## src/hdl/sdl_pkg.sv

```systemverilog
// Package with the shared constants and types of the sorted deque list.
`timescale 1ns / 1ps

package sdl_pkg;

    localparam int NODE_DEPTH_DEF = 16;
    localparam int MODE_W         = 3;
    localparam int VALUE_W        = 32;
    localparam int STATUS_W       = 2;
    localparam int COUNT_W        = 5;

    typedef enum logic [MODE_W-1:0] {
        MODE_SORTED    = 3'd0,
        MODE_PUSH_HEAD = 3'd1,
        MODE_PUSH_TAIL = 3'd2,
        MODE_POP_HEAD  = 3'd3,
        MODE_POP_TAIL  = 3'd4,
        MODE_REMOVE    = 3'd5
    } mode_t;

    typedef enum logic [STATUS_W-1:0] {
        ST_OK        = 2'd0,
        ST_EMPTY     = 2'd1,
        ST_FULL      = 2'd2,
        ST_NOT_FOUND = 2'd3
    } status_t;

    typedef enum logic [3:0] {
        S_IDLE,
        S_PUSH,
        S_PUSH_FIX,
        S_POP_RD,
        S_POP_LINK,
        S_POP_FIX,
        S_WALK_HEAD,
        S_WALK_LINK,
        S_WALK,
        S_INS_W1,
        S_INS_W2,
        S_INS_W3,
        S_RMV_W1,
        S_RMV_FIX,
        S_RESP
    } state_t;

endpackage

```

## src/hdl/sdl_ram.sv

```systemverilog
// Generic simple dual-port RAM with one write port and a registered read port.
`timescale 1ns / 1ps

module sdl_ram #(
    parameter int WIDTH = 32,
    parameter int DEPTH = 16,
    localparam int AW   = $clog2(DEPTH)
) (
    input  logic             clk,
    input  logic             we,
    input  logic [AW-1:0]    waddr,
    input  logic [WIDTH-1:0] wdata,
    input  logic [AW-1:0]    raddr,
    output logic [WIDTH-1:0] rdata
);

    logic [WIDTH-1:0] mem [DEPTH];

    always_ff @(posedge clk) begin
        if (we) begin
            mem[waddr] <= wdata;
        end
        rdata <= mem[raddr];
    end

endmodule

```

## src/hdl/sorted_deque_list.sv

```systemverilog
// Top level of the sorted deque list: a bounded doubly linked list in node memories.
//
//   channel | direction | fields                                | transfer when
//   s_      | in        | mode, value                           | s_valid && s_ready
//   m_      | out       | removed_value, status, entry_count    | m_valid && m_ready
//
// A command is taken only in the idle state; a finished result waits in the output
// register while the next command is taken. Sorted insert and remove by value, when
// the value does not fall at either end, walk the list through the node memories at
// one node per cycle. Reset empties the list at once through the free map and the
// head and tail pointers. A stalled result holds the block in its response state
// until the output is free.
`timescale 1ns / 1ps

module sorted_deque_list #(
    parameter int NODE_DEPTH = sdl_pkg::NODE_DEPTH_DEF
) (
    input  logic                                aclk,
    input  logic                                aresetn,
    input  logic                                s_valid,
    output logic                                s_ready,
    input  logic [sdl_pkg::MODE_W-1:0]          s_mode,
    input  logic signed [sdl_pkg::VALUE_W-1:0]  s_value,
    output logic                                m_valid,
    input  logic                                m_ready,
    output logic signed [sdl_pkg::VALUE_W-1:0]  m_removed_value,
    output logic [sdl_pkg::STATUS_W-1:0]        m_status,
    output logic [sdl_pkg::COUNT_W-1:0]         m_entry_count
);

    localparam int AW = $clog2(NODE_DEPTH);
    localparam int PW = $clog2(NODE_DEPTH + 1);
    localparam int VW = sdl_pkg::VALUE_W;
    localparam int CW = sdl_pkg::COUNT_W;
    localparam logic [PW-1:0] NIL = PW'(NODE_DEPTH);

    sdl_pkg::state_t state_reg, state_next;

    logic [PW-1:0]          head_reg, head_next;
    logic [PW-1:0]          tail_reg, tail_next;
    logic [PW-1:0]          count_reg, count_next;
    logic [NODE_DEPTH-1:0]  free_reg, free_next;
    logic signed [VW-1:0]   hval_reg, hval_next;
    logic signed [VW-1:0]   tval_reg, tval_next;
    logic signed [VW-1:0]   val_reg, val_next;
    logic                   side_reg, side_next;
    logic                   ins_reg, ins_next;
    logic [AW-1:0]          alloc_reg, alloc_next;
    logic [PW-1:0]          cur_reg, cur_next;
    logic signed [VW-1:0]   cur_val_reg, cur_val_next;
    logic [PW-1:0]          cur_prev_reg, cur_prev_next;
    logic [PW-1:0]          nx_reg, nx_next;
    logic [PW-1:0]          nxnext_reg, nxnext_next;
    logic [PW-1:0]          tgt_reg, tgt_next;
    logic signed [VW-1:0]   res_val_reg, res_val_next;
    logic [sdl_pkg::STATUS_W-1:0] res_st_reg, res_st_next;
    logic                   m_valid_reg, m_valid_next;
    logic signed [VW-1:0]   m_removed_value_reg, m_removed_value_next;
    logic [sdl_pkg::STATUS_W-1:0] m_status_reg, m_status_next;
    logic [CW-1:0]          m_entry_count_reg, m_entry_count_next;

    logic                   val_we;
    logic [AW-1:0]          val_waddr, val_raddr;
    logic [VW-1:0]          val_wdata, val_rdata;
    logic                   link_we;
    logic [AW-1:0]          link_waddr, link_raddr;
    logic [2*PW-1:0]        link_wdata, link_rdata;

    logic [PW-1:0]          lr_next, lr_prev;
    logic signed [VW-1:0]   vr;
    logic [AW-1:0]          lowest_free;
    logic                   accept;
    logic                   full;
    logic                   walk_match;
    logic                   resp_load;
    logic [PW-1:0]          pop_node, pop_nb;
    logic [CW+PW-1:0]       count_ext;

    sdl_ram #(.WIDTH(VW), .DEPTH(NODE_DEPTH)) u_val_ram (
        .clk   (aclk),
        .we    (val_we),
        .waddr (val_waddr),
        .wdata (val_wdata),
        .raddr (val_raddr),
        .rdata (val_rdata)
    );

    sdl_ram #(.WIDTH(2 * PW), .DEPTH(NODE_DEPTH)) u_link_ram (
        .clk   (aclk),
        .we    (link_we),
        .waddr (link_waddr),
        .wdata (link_wdata),
        .raddr (link_raddr),
        .rdata (link_rdata)
    );

    assign lr_next    = link_rdata[2*PW-1:PW];
    assign lr_prev    = link_rdata[PW-1:0];
    assign vr         = $signed(val_rdata);
    assign s_ready    = (state_reg == sdl_pkg::S_IDLE);
    assign accept     = s_valid && s_ready;
    assign full       = (count_reg >= NIL);
    assign walk_match = ins_reg ? ((val_reg >= cur_val_reg) && (val_reg <= vr))
                                : (vr == val_reg);
    assign resp_load  = (state_reg == sdl_pkg::S_RESP) && (!m_valid_reg || m_ready);
    assign pop_node   = side_reg ? tail_reg : head_reg;
    assign pop_nb     = side_reg ? lr_prev : lr_next;
    assign count_ext  = {{CW{1'b0}}, count_reg};

    assign m_valid         = m_valid_reg;
    assign m_removed_value = m_removed_value_reg;
    assign m_status        = m_status_reg;
    assign m_entry_count   = m_entry_count_reg;

    always_comb begin
        lowest_free = '0;
        for (int i = NODE_DEPTH - 1; i >= 0; i--) begin
            if (free_reg[i]) begin
                lowest_free = AW'(i);
            end
        end
    end

    always_comb begin
        state_next = state_reg;
        unique case (state_reg)
            sdl_pkg::S_IDLE: begin
                if (accept) begin
                    unique case (s_mode)
                        sdl_pkg::MODE_SORTED: begin
                            if (full) begin
                                state_next = sdl_pkg::S_RESP;
                            end else if (head_reg == NIL || s_value <= hval_reg
                                         || s_value >= tval_reg) begin
                                state_next = sdl_pkg::S_PUSH;
                            end else begin
                                state_next = sdl_pkg::S_WALK_HEAD;
                            end
                        end
                        sdl_pkg::MODE_PUSH_HEAD, sdl_pkg::MODE_PUSH_TAIL: begin
                            state_next = full ? sdl_pkg::S_RESP : sdl_pkg::S_PUSH;
                        end
                        sdl_pkg::MODE_POP_HEAD, sdl_pkg::MODE_POP_TAIL: begin
                            state_next = (head_reg == NIL) ? sdl_pkg::S_RESP
                                                           : sdl_pkg::S_POP_RD;
                        end
                        sdl_pkg::MODE_REMOVE: begin
                            if (head_reg == NIL) begin
                                state_next = sdl_pkg::S_RESP;
                            end else if (s_value == hval_reg || s_value == tval_reg) begin
                                state_next = sdl_pkg::S_POP_RD;
                            end else begin
                                state_next = sdl_pkg::S_WALK_HEAD;
                            end
                        end
                        default: state_next = sdl_pkg::S_RESP;
                    endcase
                end
            end
            sdl_pkg::S_PUSH: begin
                state_next = ((side_reg ? tail_reg : head_reg) == NIL) ? sdl_pkg::S_RESP
                                                                      : sdl_pkg::S_PUSH_FIX;
            end
            sdl_pkg::S_PUSH_FIX:  state_next = sdl_pkg::S_RESP;
            sdl_pkg::S_POP_RD:    state_next = sdl_pkg::S_POP_LINK;
            sdl_pkg::S_POP_LINK: begin
                state_next = (pop_nb == NIL) ? sdl_pkg::S_RESP : sdl_pkg::S_POP_FIX;
            end
            sdl_pkg::S_POP_FIX:   state_next = sdl_pkg::S_RESP;
            sdl_pkg::S_WALK_HEAD: state_next = sdl_pkg::S_WALK_LINK;
            sdl_pkg::S_WALK_LINK: begin
                state_next = (lr_next == NIL) ? sdl_pkg::S_RESP : sdl_pkg::S_WALK;
            end
            sdl_pkg::S_WALK: begin
                if (walk_match) begin
                    state_next = ins_reg ? sdl_pkg::S_INS_W1 : sdl_pkg::S_RMV_W1;
                end else if (lr_next == NIL) begin
                    state_next = sdl_pkg::S_RESP;
                end
            end
            sdl_pkg::S_INS_W1: state_next = sdl_pkg::S_INS_W2;
            sdl_pkg::S_INS_W2: state_next = sdl_pkg::S_INS_W3;
            sdl_pkg::S_INS_W3: state_next = sdl_pkg::S_RESP;
            sdl_pkg::S_RMV_W1: begin
                state_next = (nxnext_reg == NIL) ? sdl_pkg::S_RESP : sdl_pkg::S_RMV_FIX;
            end
            sdl_pkg::S_RMV_FIX: state_next = sdl_pkg::S_RESP;
            sdl_pkg::S_RESP: begin
                if (resp_load) begin
                    state_next = sdl_pkg::S_IDLE;
                end
            end
            default: state_next = sdl_pkg::S_IDLE;
        endcase
    end

    always_comb begin
        val_we     = 1'b0;
        val_waddr  = alloc_reg;
        val_wdata  = val_reg;
        val_raddr  = '0;
        link_we    = 1'b0;
        link_waddr = '0;
        link_wdata = '0;
        link_raddr = '0;
        unique case (state_reg)
            sdl_pkg::S_PUSH: begin
                val_we     = 1'b1;
                link_we    = 1'b1;
                link_waddr = alloc_reg;
                link_wdata = side_reg ? {NIL, tail_reg} : {head_reg, NIL};
                link_raddr = side_reg ? tail_reg[AW-1:0] : head_reg[AW-1:0];
            end
            sdl_pkg::S_PUSH_FIX: begin
                link_we    = 1'b1;
                link_waddr = tgt_reg[AW-1:0];
                link_wdata = side_reg ? {PW'(alloc_reg), lr_prev}
                                      : {lr_next, PW'(alloc_reg)};
            end
            sdl_pkg::S_POP_RD: begin
                link_raddr = pop_node[AW-1:0];
            end
            sdl_pkg::S_POP_LINK: begin
                val_raddr  = pop_nb[AW-1:0];
                link_raddr = pop_nb[AW-1:0];
            end
            sdl_pkg::S_POP_FIX: begin
                link_we    = 1'b1;
                link_waddr = tgt_reg[AW-1:0];
                link_wdata = side_reg ? {NIL, lr_prev} : {lr_next, NIL};
            end
            sdl_pkg::S_WALK_HEAD: begin
                link_raddr = head_reg[AW-1:0];
            end
            sdl_pkg::S_WALK_LINK: begin
                val_raddr  = lr_next[AW-1:0];
                link_raddr = lr_next[AW-1:0];
            end
            sdl_pkg::S_WALK: begin
                val_raddr  = lr_next[AW-1:0];
                link_raddr = lr_next[AW-1:0];
            end
            sdl_pkg::S_INS_W1: begin
                val_we     = 1'b1;
                link_we    = 1'b1;
                link_waddr = alloc_reg;
                link_wdata = {nx_reg, cur_reg};
            end
            sdl_pkg::S_INS_W2: begin
                link_we    = 1'b1;
                link_waddr = nx_reg[AW-1:0];
                link_wdata = {nxnext_reg, PW'(alloc_reg)};
            end
            sdl_pkg::S_INS_W3: begin
                link_we    = 1'b1;
                link_waddr = cur_reg[AW-1:0];
                link_wdata = {PW'(alloc_reg), cur_prev_reg};
            end
            sdl_pkg::S_RMV_W1: begin
                link_we    = 1'b1;
                link_waddr = cur_reg[AW-1:0];
                link_wdata = {nxnext_reg, cur_prev_reg};
                link_raddr = nxnext_reg[AW-1:0];
            end
            sdl_pkg::S_RMV_FIX: begin
                link_we    = 1'b1;
                link_waddr = nxnext_reg[AW-1:0];
                link_wdata = {lr_next, cur_reg};
            end
            default: begin
            end
        endcase
    end

    always_comb begin
        head_next            = head_reg;
        tail_next            = tail_reg;
        count_next           = count_reg;
        free_next            = free_reg;
        hval_next            = hval_reg;
        tval_next            = tval_reg;
        val_next             = val_reg;
        side_next            = side_reg;
        ins_next             = ins_reg;
        alloc_next           = alloc_reg;
        cur_next             = cur_reg;
        cur_val_next         = cur_val_reg;
        cur_prev_next        = cur_prev_reg;
        nx_next              = nx_reg;
        nxnext_next          = nxnext_reg;
        tgt_next             = tgt_reg;
        res_val_next         = res_val_reg;
        res_st_next          = res_st_reg;
        m_valid_next         = m_valid_reg;
        m_removed_value_next = m_removed_value_reg;
        m_status_next        = m_status_reg;
        m_entry_count_next   = m_entry_count_reg;

        if (m_valid_reg && m_ready) begin
            m_valid_next = 1'b0;
        end

        unique case (state_reg)
            sdl_pkg::S_IDLE: begin
                if (accept) begin
                    val_next     = s_value;
                    alloc_next   = lowest_free;
                    res_val_next = '0;
                    res_st_next  = sdl_pkg::ST_OK;
                    side_next    = 1'b0;
                    unique case (s_mode)
                        sdl_pkg::MODE_SORTED: begin
                            ins_next = 1'b1;
                            if (full) begin
                                res_st_next = sdl_pkg::ST_FULL;
                            end else if (head_reg != NIL && s_value > hval_reg
                                         && s_value >= tval_reg) begin
                                side_next = 1'b1;
                            end
                        end
                        sdl_pkg::MODE_PUSH_HEAD, sdl_pkg::MODE_PUSH_TAIL: begin
                            side_next = (s_mode == sdl_pkg::MODE_PUSH_TAIL);
                            if (full) begin
                                res_st_next = sdl_pkg::ST_FULL;
                            end
                        end
                        sdl_pkg::MODE_POP_HEAD, sdl_pkg::MODE_POP_TAIL: begin
                            side_next = (s_mode == sdl_pkg::MODE_POP_TAIL);
                            if (head_reg == NIL) begin
                                res_st_next = sdl_pkg::ST_EMPTY;
                            end
                        end
                        sdl_pkg::MODE_REMOVE: begin
                            ins_next  = 1'b0;
                            side_next = (s_value != hval_reg);
                            if (head_reg == NIL) begin
                                res_st_next = sdl_pkg::ST_EMPTY;
                            end
                        end
                        default: begin
                        end
                    endcase
                end
            end
            sdl_pkg::S_PUSH: begin
                free_next[alloc_reg] = 1'b0;
                count_next = count_reg + PW'(1);
                if (side_reg) begin
                    tail_next = PW'(alloc_reg);
                    tval_next = val_reg;
                    tgt_next  = tail_reg;
                    if (tail_reg == NIL) begin
                        head_next = PW'(alloc_reg);
                        hval_next = val_reg;
                    end
                end else begin
                    head_next = PW'(alloc_reg);
                    hval_next = val_reg;
                    tgt_next  = head_reg;
                    if (head_reg == NIL) begin
                        tail_next = PW'(alloc_reg);
                        tval_next = val_reg;
                    end
                end
            end
            sdl_pkg::S_POP_LINK: begin
                free_next[pop_node[AW-1:0]] = 1'b1;
                count_next   = count_reg - PW'(1);
                res_val_next = side_reg ? tval_reg : hval_reg;
                tgt_next     = pop_nb;
                if (pop_nb == NIL) begin
                    head_next = NIL;
                    tail_next = NIL;
                end else if (side_reg) begin
                    tail_next = pop_nb;
                end else begin
                    head_next = pop_nb;
                end
            end
            sdl_pkg::S_POP_FIX: begin
                if (side_reg) begin
                    tval_next = vr;
                end else begin
                    hval_next = vr;
                end
            end
            sdl_pkg::S_WALK_HEAD: begin
                cur_next     = head_reg;
                cur_val_next = hval_reg;
            end
            sdl_pkg::S_WALK_LINK: begin
                cur_prev_next = lr_prev;
                nx_next       = lr_next;
                if (lr_next == NIL) begin
                    res_st_next = sdl_pkg::ST_NOT_FOUND;
                end
            end
            sdl_pkg::S_WALK: begin
                if (walk_match) begin
                    nxnext_next = lr_next;
                    if (!ins_reg) begin
                        free_next[nx_reg[AW-1:0]] = 1'b1;
                        count_next   = count_reg - PW'(1);
                        res_val_next = val_reg;
                    end
                end else begin
                    cur_next      = nx_reg;
                    cur_val_next  = vr;
                    cur_prev_next = lr_prev;
                    nx_next       = lr_next;
                    if (lr_next == NIL) begin
                        res_st_next = sdl_pkg::ST_NOT_FOUND;
                    end
                end
            end
            sdl_pkg::S_INS_W1: begin
                free_next[alloc_reg] = 1'b0;
                count_next = count_reg + PW'(1);
            end
            sdl_pkg::S_RESP: begin
                if (resp_load) begin
                    m_valid_next         = 1'b1;
                    m_removed_value_next = res_val_reg;
                    m_status_next        = res_st_reg;
                    m_entry_count_next   = count_ext[CW-1:0];
                end
            end
            default: begin
            end
        endcase
    end

    always_ff @(posedge aclk) begin
        if (!aresetn) begin
            state_reg   <= sdl_pkg::S_IDLE;
            head_reg    <= NIL;
            tail_reg    <= NIL;
            count_reg   <= '0;
            free_reg    <= '1;
            m_valid_reg <= 1'b0;
        end else begin
            state_reg   <= state_next;
            head_reg    <= head_next;
            tail_reg    <= tail_next;
            count_reg   <= count_next;
            free_reg    <= free_next;
            m_valid_reg <= m_valid_next;
        end
    end

    always_ff @(posedge aclk) begin
        hval_reg            <= hval_next;
        tval_reg            <= tval_next;
        val_reg             <= val_next;
        side_reg            <= side_next;
        ins_reg             <= ins_next;
        alloc_reg           <= alloc_next;
        cur_reg             <= cur_next;
        cur_val_reg         <= cur_val_next;
        cur_prev_reg        <= cur_prev_next;
        nx_reg              <= nx_next;
        nxnext_reg          <= nxnext_next;
        tgt_reg             <= tgt_next;
        res_val_reg         <= res_val_next;
        res_st_reg          <= res_st_next;
        m_removed_value_reg <= m_removed_value_next;
        m_status_reg        <= m_status_next;
        m_entry_count_reg   <= m_entry_count_next;
    end

endmodule

```

## config.mk

```make
export PLATFORM = sky130hd
export DESIGN_NAME = sorted_deque_list
export DESIGN_NICKNAME = d
export VERILOG_FILES = /design/src/hdl/sdl_pkg.sv /design/src/hdl/sdl_ram.sv /design/src/hdl/sorted_deque_list.sv
export SDC_FILE = /design/constraint.sdc
export NUM_CORES = 1
export LEC_CHECK = 0
export ABC_CLOCK_PERIOD_IN_PS = 11700
export BUFFER_PORTS_ARGS = -buffer_cell sky130_fd_sc_hd__buf_2
export CELL_PAD_IN_SITES_DETAIL_PLACEMENT = 0
export CELL_PAD_IN_SITES_GLOBAL_PLACEMENT = 2
export CORE_MARGIN = 3
export CORE_UTILIZATION = 45
export CTS_CLUSTER_DIAMETER = 150
export DETAILED_ROUTE_END_ITERATION = 8
export PLACE_DENSITY_LB_ADDON = 0.1
export SLEW_MARGIN = 20
export SYNTH_ARGS = -nofsm -noshare
export SYNTH_HDL_FRONTEND = slang
export SYNTH_SLANG_ARGS = --single-unit
```

## constraint.sdc

```tcl
create_clock -name aclk -period 11.7 [get_ports aclk]
set_clock_uncertainty 0.1 [all_clocks]
set_input_delay 1.17 -clock aclk [delete_from_list [all_inputs] [get_ports aclk]]
set_output_delay 1.17 -clock aclk [all_outputs]
set_load 0.01 [all_outputs]
```

; ---- Word level (Yosys, flattened, before mapping)
; Memory sizes are Yosys's and may differ from the RTL's. A register that Yosys moved wholly into a read port is not among the register bits.
; Cells that the tools add are included.
[word_totals]
input_bits = 39
output_inout_bits = 41
regBits = 267
elab_cells = 246
ram_bits = 672
memories = 2
[mem_list]
columns = name, depth, width, rd, rd_ports_with_merged_regs, write_ports, line_no
row1 = u_val_ram.mem, 16, 32, 1, 1, 1, sdl_ram.sv:17  ; logic [WIDTH-1:0] mem [DEPTH];
row2 = u_link_ram.mem, 16, 10, 1, 1, 1, sdl_ram.sv:17
[classes]
reduce_logical = 51
addsub = 2
eq_ne = 42
bitwise = 4
mux = 107
n_lt_le_gt_ge = 12
[ops]
columns = operator, count
row1 = $mux W32, 11
row2 = $pmux W32 S2, 3
row3 = $eq A32 B32 Y1, 3
row4 = $pmux W32 S3, 1
row5 = $pmux W10 S8, 1
row6 = $mux W4, 19
row7 = $mux W5, 15
row8 = $ge A32 B32 Y1, 2
row9 = $le A32 B32 Y1, 2
row10 = $pmux W5 S2, 5
row11 = $pmux W16 S3, 1
row12 = $pmux W4 S12, 1
row13 = $gt A32 B32 Y1, 1
row14 = $mux W16, 2
row15 = $ne A32 B32 Y1, 1
row16 = $or A16 B16 Y16, 2
row17 = $eq A5 B5 Y1 const B, 6
row18 = $mux W10, 3
row19 = $eq A4 B4 Y1 const B, 7
row20 = $mux W3, 8
row21 = $pmux W4 S6, 1
row22 = $reduce_and A3 Y1, 8
row23 = $pmux W4 S5, 1
row24 = $mux W1, 17
row25 = 39 further kinds, 97

; ---- Longest topological paths before layout
; Gate-level depths: netlist of the first run.
[logic_depth]
word_depth = 15
ltp_mapped = 13
mapped_depth_nobuf = 12

; ---- Modules after synthesis
; From an unflattened synthesis of the first run, not the netlist that was laid out.
[hier_totals]
hier_cells = 2552
hier_area_um2 = 41397.2
[modules_own_cells]
columns = mod, instances, cells_each, area_per_inst_um2, seq_area_each_um2
row1 = sdl_ram at u_val_ram, 1, 838, 19835.3, 16015.4
row2 = sorted_deque_list, 1, 1435, 15208.3, 7657.3
row3 = sdl_ram at u_link_ram, 1, 279, 6353.6, 5004.8

; ---- Worst setup path before layout of the first run
; No wires, ideal clock.
[synth_timing]
path_kind = register to register
start = reg val_reg[31]
end = reg cur_reg[0], enable pin
stages_incl_launch_ff = 10
path_buffers = 0
period_less_slack_ns = 4.860
required_ns = 11.156
slack_ns = 6.840
t_arrival_ns = 4.317
setup_time_ns = 0.444
path_cell_list = edfxtp_1 -> ha_1 -> nand4_1 -> or4_1 -> nor4_2 -> o31ai_1 -> nand4_1 -> a32oi_1 -> or3_1 -> a21oi_1
[synth_via]
elab_chain_len = 5
word_cells_on_any_way = 7
classes_between = 2 x order compare / 2 x eq/ne / 1 x mux / 2 x reduce/logical
[synth_rtl]
columns = item, line_no
row1 = from (decl), sorted_deque_list.sv:45  ; logic signed [VW-1:0] val_reg, val_next;
row2 = from (signal assigned), sorted_deque_list.sv:454  ; val_reg <= val_next;
row3 = $ge A32 B32 Y1 or $le A32 B32 Y1 (tied branches), sorted_deque_list.sv:103  ; assign walk_match = ins_reg ? ((val_reg >= cur_val_reg) && (val_reg <= vr))
row4 = $logic_and A1 B1 Y1, sorted_deque_list.sv:103
row5 = $mux W1 (*), sorted_deque_list.sv:103
row6 = $ne A2 B2 Y1 (no line) (*), -
row7 = $reduce_and A2 Y1 (no line) (*), -
row8 = to (signal assigned), sorted_deque_list.sv:458  ; cur_reg <= cur_next;
row9 = to (decl), sorted_deque_list.sv:49  ; logic [PW-1:0] cur_reg, cur_next;
; Every way passes the cells marked *; elsewhere a longest branch is shown, timed or not.
; A chain may end at the register's enable or synchronous reset.

; ---- Worst setup path in the final report of the first run
[layout_timing]
start = reg state_reg[3]
end = reg u_val_ram.rdata[31] (read register of u_val_ram.mem)
[layout_via]
elab_chain_len = 3
word_cells_on_any_way = 5
classes_between = 3 x eq/ne / 1 x mux / 1 x reduce/logical
[layout_rtl]
columns = item, line_no
row1 = from (decl), sorted_deque_list.sv:37  ; sdl_pkg::state_t state_reg, state_next;
row2 = from (signal assigned), sorted_deque_list.sv:435  ; state_reg <= sdl_pkg::S_IDLE;
row3 = from (signal assigned), sorted_deque_list.sv:442  ; state_reg <= state_next;
row4 = $eq A4 B4 Y1 or $eq A4 B3 Y1 (tied branches), sorted_deque_list.sv:206  ; unique case (state_reg)
row5 = $reduce_or A2 Y1 (no line), -
row6 = $pmux W4 S2 (*), sorted_deque_list.sv:206
row7 = to (decl), sdl_ram.sv:14  ; output logic [WIDTH-1:0] rdata
; Marked as above.

==> results.toml, run 1 <==
[layout]
largest_register = "u_val_ram.mem"
largest_reg_flops = 512
n_antenna_cell = 0
finish.instance_area_sq_um = 47840
layout-drive-gt1-share_pct = 10.47
fillCellCount = 8142
reg_top3 = "u_val_ram.mem: 512 flops, u_link_ram.mem: 160 flops"
multi_input_area_sq_um = 12570
regArea_sq_um = 28680
area_growth_pct = 12.42
nets = 3614

[timing]
tightest_slew_ps = 1090
setup_viol = 0
rsz0062_at_grt = "false"
finalMaxSlewViolations = 0
min_period_over_period_pct = 41.52
whs_ps = 317.2
min_period_ps = 4858
setup_tns_ps = 0
finalHoldViolCount = 0
clock.fmax_ghz = 0.2059
slew_headroom_pct = 27.34

[placed_design]
routabilityCongestion = 0.8727
dp_hpwl_um = 68270
placed_cell_area_sq_um = 44290
numPortBuffers = 79

[drt]
ant_nets = 0
drc = 0
drt-total-wl_um = 115900
vias = 27600
wl_per_cell_um = 24.21
drtIter0Drc = 2372
firstDrtPassIters = 5
avgViaCountPerCell = 5.762

[critical_path]
r2r_end = "u_val_ram.rdata[31]$_DFF_P_"
cp.depth = 12
cp_num_buf_inv = 4
endpoint_kind = "register"
cp.required_ps = 12220
cp_max_fo = 167
r2r_start = "state_reg[3]$_SDFFE_PN0P_"
max_stage_delay_ps = 860
crit_top_cell = "buf_4"
r2r.worst_path.cells = 12
slowest_stage = "buf_4"
ff2ff_setup_slack_ps = 6840
cp_data_arrival_time_ps = 5380
cp_top_family = "buffers and inverters"
criticalPathCategory = "register to register"
path_cells = "buf_4, or4b_2, buf_4, nand2_4, nand2_2, o21ai_4, buf_12, buf_4, a211oi_1, a311oi_1, a31oi_1, a21oi_1"
start_kind = "register"

[power_and_ir_drop]
vdd.ir_drop.worst_uv = 165.8
p_leak_nw = 17.00
power.density_nw_per_um2 = 257.2

[clock_network]
cts_setup_buffers = 0
cts_hold_buf = 0
root_buffer = "clkbuf_16"
post_cts_resized = 0
clkSlewWorstSetupHoldPaths_ps = 60
clk_latency_ps = 690
cts_buffer_depth = 3
clock-sinks = 981
cts_htree_levels = 3
numCtsBuffers = 106
cts_tree = "done"

[global_routing]
grt_usage_pct = 23.39
gr-total-overflow = 0
antenna_found_initial = 0
grt_pass1_vias = 27290
grt_max_degree = 193
grt_pass1_wl_um = 172700

[logic_synthesis]
synth_cell_types = 80
ys_warn_count = 0
syn_area_per_cell_sq_um = 12.55
async_flop_share_pct = 0
syn_area_sq_um = 42550
synth_cells = 3391
ys_ff_latch = 981
ys_seq_area_share_pct = 67.40
synth-edff-count = 903
synth_flop_cell = "edfxtp_1"
syn-num-nets = 3562

[floorplanning]
io_pins = 80
fp.dieW_um = 313.5
fp.dieH_um = 313.5
dieArea_sq_um = 98280
fp-row-count = 112
core_area_sq_um = 93610
start_util_pct = 45.46

[hold_path]
min_to = "m_removed_value[6]$_DFFE_PP_"
worstHoldStart = "res_val_reg[6]$_DFFE_PP_"
hold_class = "register to register"
whs_path_depth = 0

[run]
cap_violations = 0

[run_status]
status = "completed"
-- worst reg2reg max path, delay by kind of cell, from the launching register on --
kind | cells | cell delay, ps
buf+inv | 4 | 2240
simple gates | 3 | 1140
compound gates | 5 | 990
flops | 1 | 330
-- routing by layer --
metal	routed length, um	vias to the layer above	track usage, %
met1	48860	13800	30.87
met5	0	-	0
met4	3579	0	7.455
li1	-	12820	-
met2	57800	780	40.29
met3	5698	201	3.046
-- cells in the mapped netlist, types with 6 or more instances --
cell      number  share of area (%)
a211oi_1     106                1.9
a211oi_2       7               0.21
a21o_1        10               0.18
a21oi_1      112                1.3
a221oi_1       8               0.16
a222oi_1       6               0.14
a22oi_1       16               0.28
a311o_1       10               0.24
a311oi_1     108                2.2
a31oi_1       61               0.90
a32oi_1       10               0.21
and2_0        33               0.49
and2_1        45               0.66
and3_1        35               0.51
buf_2         60               0.71
buf_4          9               0.16
buf_6         18               0.48
clkbuf_1     104               0.92
dfxtp_1       78                3.7
edfxtp_1     903                 64
ha_1         131                3.9
inv_1        149                1.3
mux2i_1       49                1.2
nand2_1      694                6.1
nand2b_1      13               0.19
nand3_1      162                1.9
nand4_1       26               0.38
nor2_1        79               0.70
nor2b_1       22               0.32
nor3_1        29               0.34
nor4_1        13               0.19
o211ai_1      25               0.44
o21ai_0      142                1.7
o221ai_1       8               0.16
o22ai_1        7               0.10
o31ai_1        6               0.11
or3_1          7               0.10
-- final cells by class --
| type | instances | area share, % |
|---|---|---|
| clock buffers | 133 | 5.974 |
| clock inverters | 67 | 1.329 |
| well taps | 1254 | 3.280 |
| flip-flops and latches | 981 | 59.95 |
| inverters | 150 | 1.177 |
| multi-input cells | 2060 | 26.28 |
| repair buffers | 144 | 2.009 |
-- per-stage QoR --
stage / util [%] / cells / total power, mW / setup slack, ps
finish: 51.10 / 4789 / 12.31 / 6842
global placement: 47.30 / 4587 / 8.990 / 6967
global route: 51.10 / 4789 / 13.01 / 6444
CTS: 51.04 / 4787 / 12.40 / 6856
detailed placement: 47.31 / 4587 / 9.053 / 6892
floorplan: - / 3391 / 7.721 / 6840
-- worst max-delay path by stage --
stage / start / end / slack [ps]
floorplan: val_reg[31]$_DFFE_PP_ / cur_reg[0]$_DFFE_PP_ / 6840
global placement: state_reg[3]$_SDFFE_PN0P_ / u_val_ram.rdata[31]$_DFF_P_ / 6970
detailed placement: state_reg[3]$_SDFFE_PN0P_ / u_val_ram.rdata[21]$_DFF_P_ / 6890
CTS: state_reg[3]$_SDFFE_PN0P_ / u_val_ram.rdata[21]$_DFF_P_ / 6860
global route: state_reg[1]$_SDFFE_PN0P_ / u_val_ram.rdata[3]$_DFF_P_ / 6440
finish: state_reg[3]$_SDFFE_PN0P_ / u_val_ram.rdata[31]$_DFF_P_ / 6840
-- placed cells by master, fill, tap and decap left out, drive strengths merged, types with 50 or more instances in the layout --
| cell | n |
|---|---|
| a211oi | 113 |
| a21oi | 112 |
| a311oi | 108 |
| a31oi | 61 |
| and2 | 78 |
| buf | 144 |
| clkbuf | 133 |
| clkinv | 50 |
| dfxtp | 78 |
| edfxtp | 903 |
| ha | 131 |
| inv | 151 |
| mux2i | 51 |
| nand2 | 699 |
| nand3 | 162 |
| nor2 | 80 |
| o21ai | 145 |
-- logic make-up (layout without fill, tap and decap cells) --
group                    after synthesis  after routing  share of synthesized area, %
AND/OR/NAND/NOR                     1189           1189                         12.52
flip-flops                           981            981                         67.40
AO/OA/AOI/OAI                        680            680                         11.07
buffers and inverters                350            494                         3.696
XOR/XNOR                               5              5                        0.1029
multiplexers                          54             54                         1.317
adder cells (fa/ha/maj)              132            132                         3.899
-- where the power goes --
group          total [mW]  switching [mW]  internal [mW]
clock network        3.33            1.38           1.95
logic                3.84            2.63           1.21
registers            5.13           0.452           4.68
total                12.3            4.46           7.85
No activity file was read; power rests on OpenSTA's default activity.
==> run 2, diff against run 1 <==
Settings changed: ABC_AREA from default to 1, ABC_CLOCK_PERIOD_IN_PS 11700 to 4400, CORE_UTILIZATION 45 to 39.
Clock period 11.7 ns to 4.4 ns, I/O delays scaled along.
==> run 2 against run 1 <==
Net effect:
- synthesized cell count grew 9.2%
- final cell count grew 12%
- clock power grew to 2.7 times the previous value
- area after synthesis shrank 0.44%
- critical endpoint is now count_reg[2]$_SDFFE_PN0P_
- core utilization shrank 5.7 points
- critical path depth grew 8
- die area grew 15%
- combinational power grew to 2.8 times the previous value
- first-iteration DRC count shrank 6.7%
- sequential power grew to 2.6 times the previous value
- via count grew 4.4%
==> results.toml, run 2 <==
[logic_synthesis]
netlist.top_cell.by_area = "edfxtp_1"
syn_area_sq_um = 42360
synth.area.top_cells = "edfxtp_1 64%, nor2_1 5.8%, o21ai_0 5.1%"
async_flop_share_pct = 0
synth_flop_cell = "edfxtp_1"
synth_cells = 3703
syn_area_per_cell_sq_um = 11.44
ys_warn_count = 0
synth_top_cells_by_count = "903 x edfxtp_1, 652 x nor2_1, 431 x o21ai_0, 426 x nand2_1, 281 x inv_1"
synth.most_common_cell = "edfxtp_1"
ys_seq_area_share_pct = 67.69
synth-edff-count = 903
syn-num-nets = 3874
synth_top_cell_area_share_pct = 64.01
synth_cell_types = 55
ys_ff_latch = 981

[clock_network]
cts_buffer_depth = 3
cts_tree = "done"
clk_latency_ps = 690
cts_htree_levels = 3
clkSlewWorstSetupHoldPaths_ps = 60
clock-sinks = 981
cts_setup_buffers = 0
numCtsBuffers = 106
root_buffer = "clkbuf_16"

[critical_path]
ff2ff_setup_slack_ps = 620
cp_max_fo = 22
criticalPathCategory = "register to register"
endpoint_kind = "register"
cp_data_arrival_time_ps = 4270
cp.required_ps = 4890
start_kind = "register"

[drt]
wl_per_cell_um = 24.40
firstDrtPassIters = 5
drc = 0
drtIter0Drc = 2214
avgViaCountPerCell = 5.394
drt-total-wl_um = 130400
vias = 28820
ant_nets = 0

[global_routing]
grt_usage_pct = 22.99
gr-total-overflow = 0
grt_max_degree = 244
grt_pass1_vias = 28770
antenna_found_initial = 1
grt_pass1_wl_um = 191600

[timing]
clock.fmax_ghz = 0.2647
tightest_slew_ps = 1225
finalMaxSlewViolations = 0
slew_headroom_pct = 18.33
min_period_ps = 3778
rsz0062_at_grt = "false"
worst_slack_ps = 621.7
setup_viol = 0
min_period_over_period_pct = 85.87
setup_tns_ps = 0
finalHoldViolCount = 0

[layout]
area_growth_pct = 15.28
fillCellCount = 9873
layout_common_cells = "903 x edfxtp_1, 632 x nor2_1, 429 x o21ai_0"
nets = 4021
mostFrequentLayoutCell = "edfxtp_1"
largest_register = "u_val_ram.mem"
layout-drive-gt1-share_pct = 10.48
reg_top3 = "u_val_ram.mem: 512 flops, u_link_ram.mem: 160 flops"
largest_reg_flops = 512

[floorplanning]
start_util_pct = 39.41
io_pins = 80
dieArea_sq_um = 112600
fp-row-count = 120
core_area_sq_um = 107500
fp.dieH_um = 335.6
fp.dieW_um = 335.6

[hold_path]
hold_class = "primary input to register"

[placed_design]
routabilityCongestion = 0.8697
numPortBuffers = 79
dp_slack_ps = 659.4
dp_hpwl_um = 81290

[run_status]
status = "completed"

[power_and_ir_drop]
power.density_nw_per_um2 = 672.7
p_leak_nw = 17.78
vdd.ir_drop.worst_uv = 461.1

[run]
cap_violations = 0
run 2: cell type report:
cell class,instances,area (sq um),share of cell area [%]
timing repair buffer,218,1737,3.556
clock buffer,133,2824,5.783
antenna,1,2.502,0.005124
clock inverter,65,669.4,1.371
inverter,298,1125,2.303
sequential,981,28680,58.72
tap,1403,1755,3.595
multi-input combinational,2245,12050,24.66
run 2: worst max-delay path: stages (launching register included):
cell	delay, ps
edfxtp_1	670
ha_1	520
nand2_1	80
inv_1	70
nand2_1	60
nor2_1	290
nand2_1	130
nor2_1	140
nand2_1	60
nand4_1	60
nand2_1	50
nand3_1	80
nand2_1	100
nand2_1	240
nand2_1	160
inv_1	120
nor2_2	50
buf_4	240
nand2_1	200
nand2_1	110
a21oi_1	130
run 2: repair_timing:
| item | CTS | global route |
|---|---|---|
| resized for setup | 0 | 0 |
| setup endpoints to repair | 0 | 0 |
| endpoints found under the hold margin | 33 | 0 |
| hold buffers | 34 | 0 |
run 2: path summary, 6_finish.rpt:
kind | start | end | depth (start not counted)
min reg2reg | res_val_reg[22]$_DFFE_PP_ | m_removed_value[22]$_DFFE_PP_ | 0
max | val_reg[31]$_DFFE_PP_ | count_reg[2]$_SDFFE_PN0P_ | 20
min | m_ready | m_valid$_SDFF_PN0_ | 4
max reg2reg | val_reg[31]$_DFFE_PP_ | count_reg[2]$_SDFFE_PN0P_ | 20
run 2: stage by stage:
step	instance area [sq um]	cells	hold slack [ps]	power, mW	util, %
4_1_cts	48830	5343	21.10	33.28	45.42
3_5_place_dp	45000	5111	305.2	24.22	41.86
3_3_place_gp	45000	5111	300.6	24.11	41.86
2_1_floorplan	42360	3703	300.3	19.71	-
5_1_grt	48830	5343	66.16	34.81	45.42
6_report	48840	5344	57.58	32.85	45.43
run 2: layer usage:
metal	share of wire (%)	vias to the layer above	wire length (um)	track usage, %
li1	-	13540	-	-
met1	43	14420	55650	29.58
met2	50	648	65810	40.49
met3	3.8	216	4922	2.984
met4	3.1	0	4003	6.839
met5	0	-	0	0
run 2: cell families (layout without fill, tap and decap cells):
kind of cell | count (synthesis) | in the layout | synth area share (%)
flip-flops | 981 | 981 | 67.69
AO/OA/AOI/OAI | 804 | 804 | 11.41
other | 0 | 1 | 0
AND/OR/NAND/NOR | 1305 | 1305 | 12.50
buffers and inverters | 477 | 714 | 4.392
XOR/XNOR | 4 | 4 | 0.08271
adder cells (fa/ha/maj) | 132 | 132 | 3.916
run 2: report_power, final:
part	switching, mW	internal (mW)
Sequential	0.923	12.4
Combinational	7.60	3.01
Clock	3.70	5.24
Total	12.2	20.6
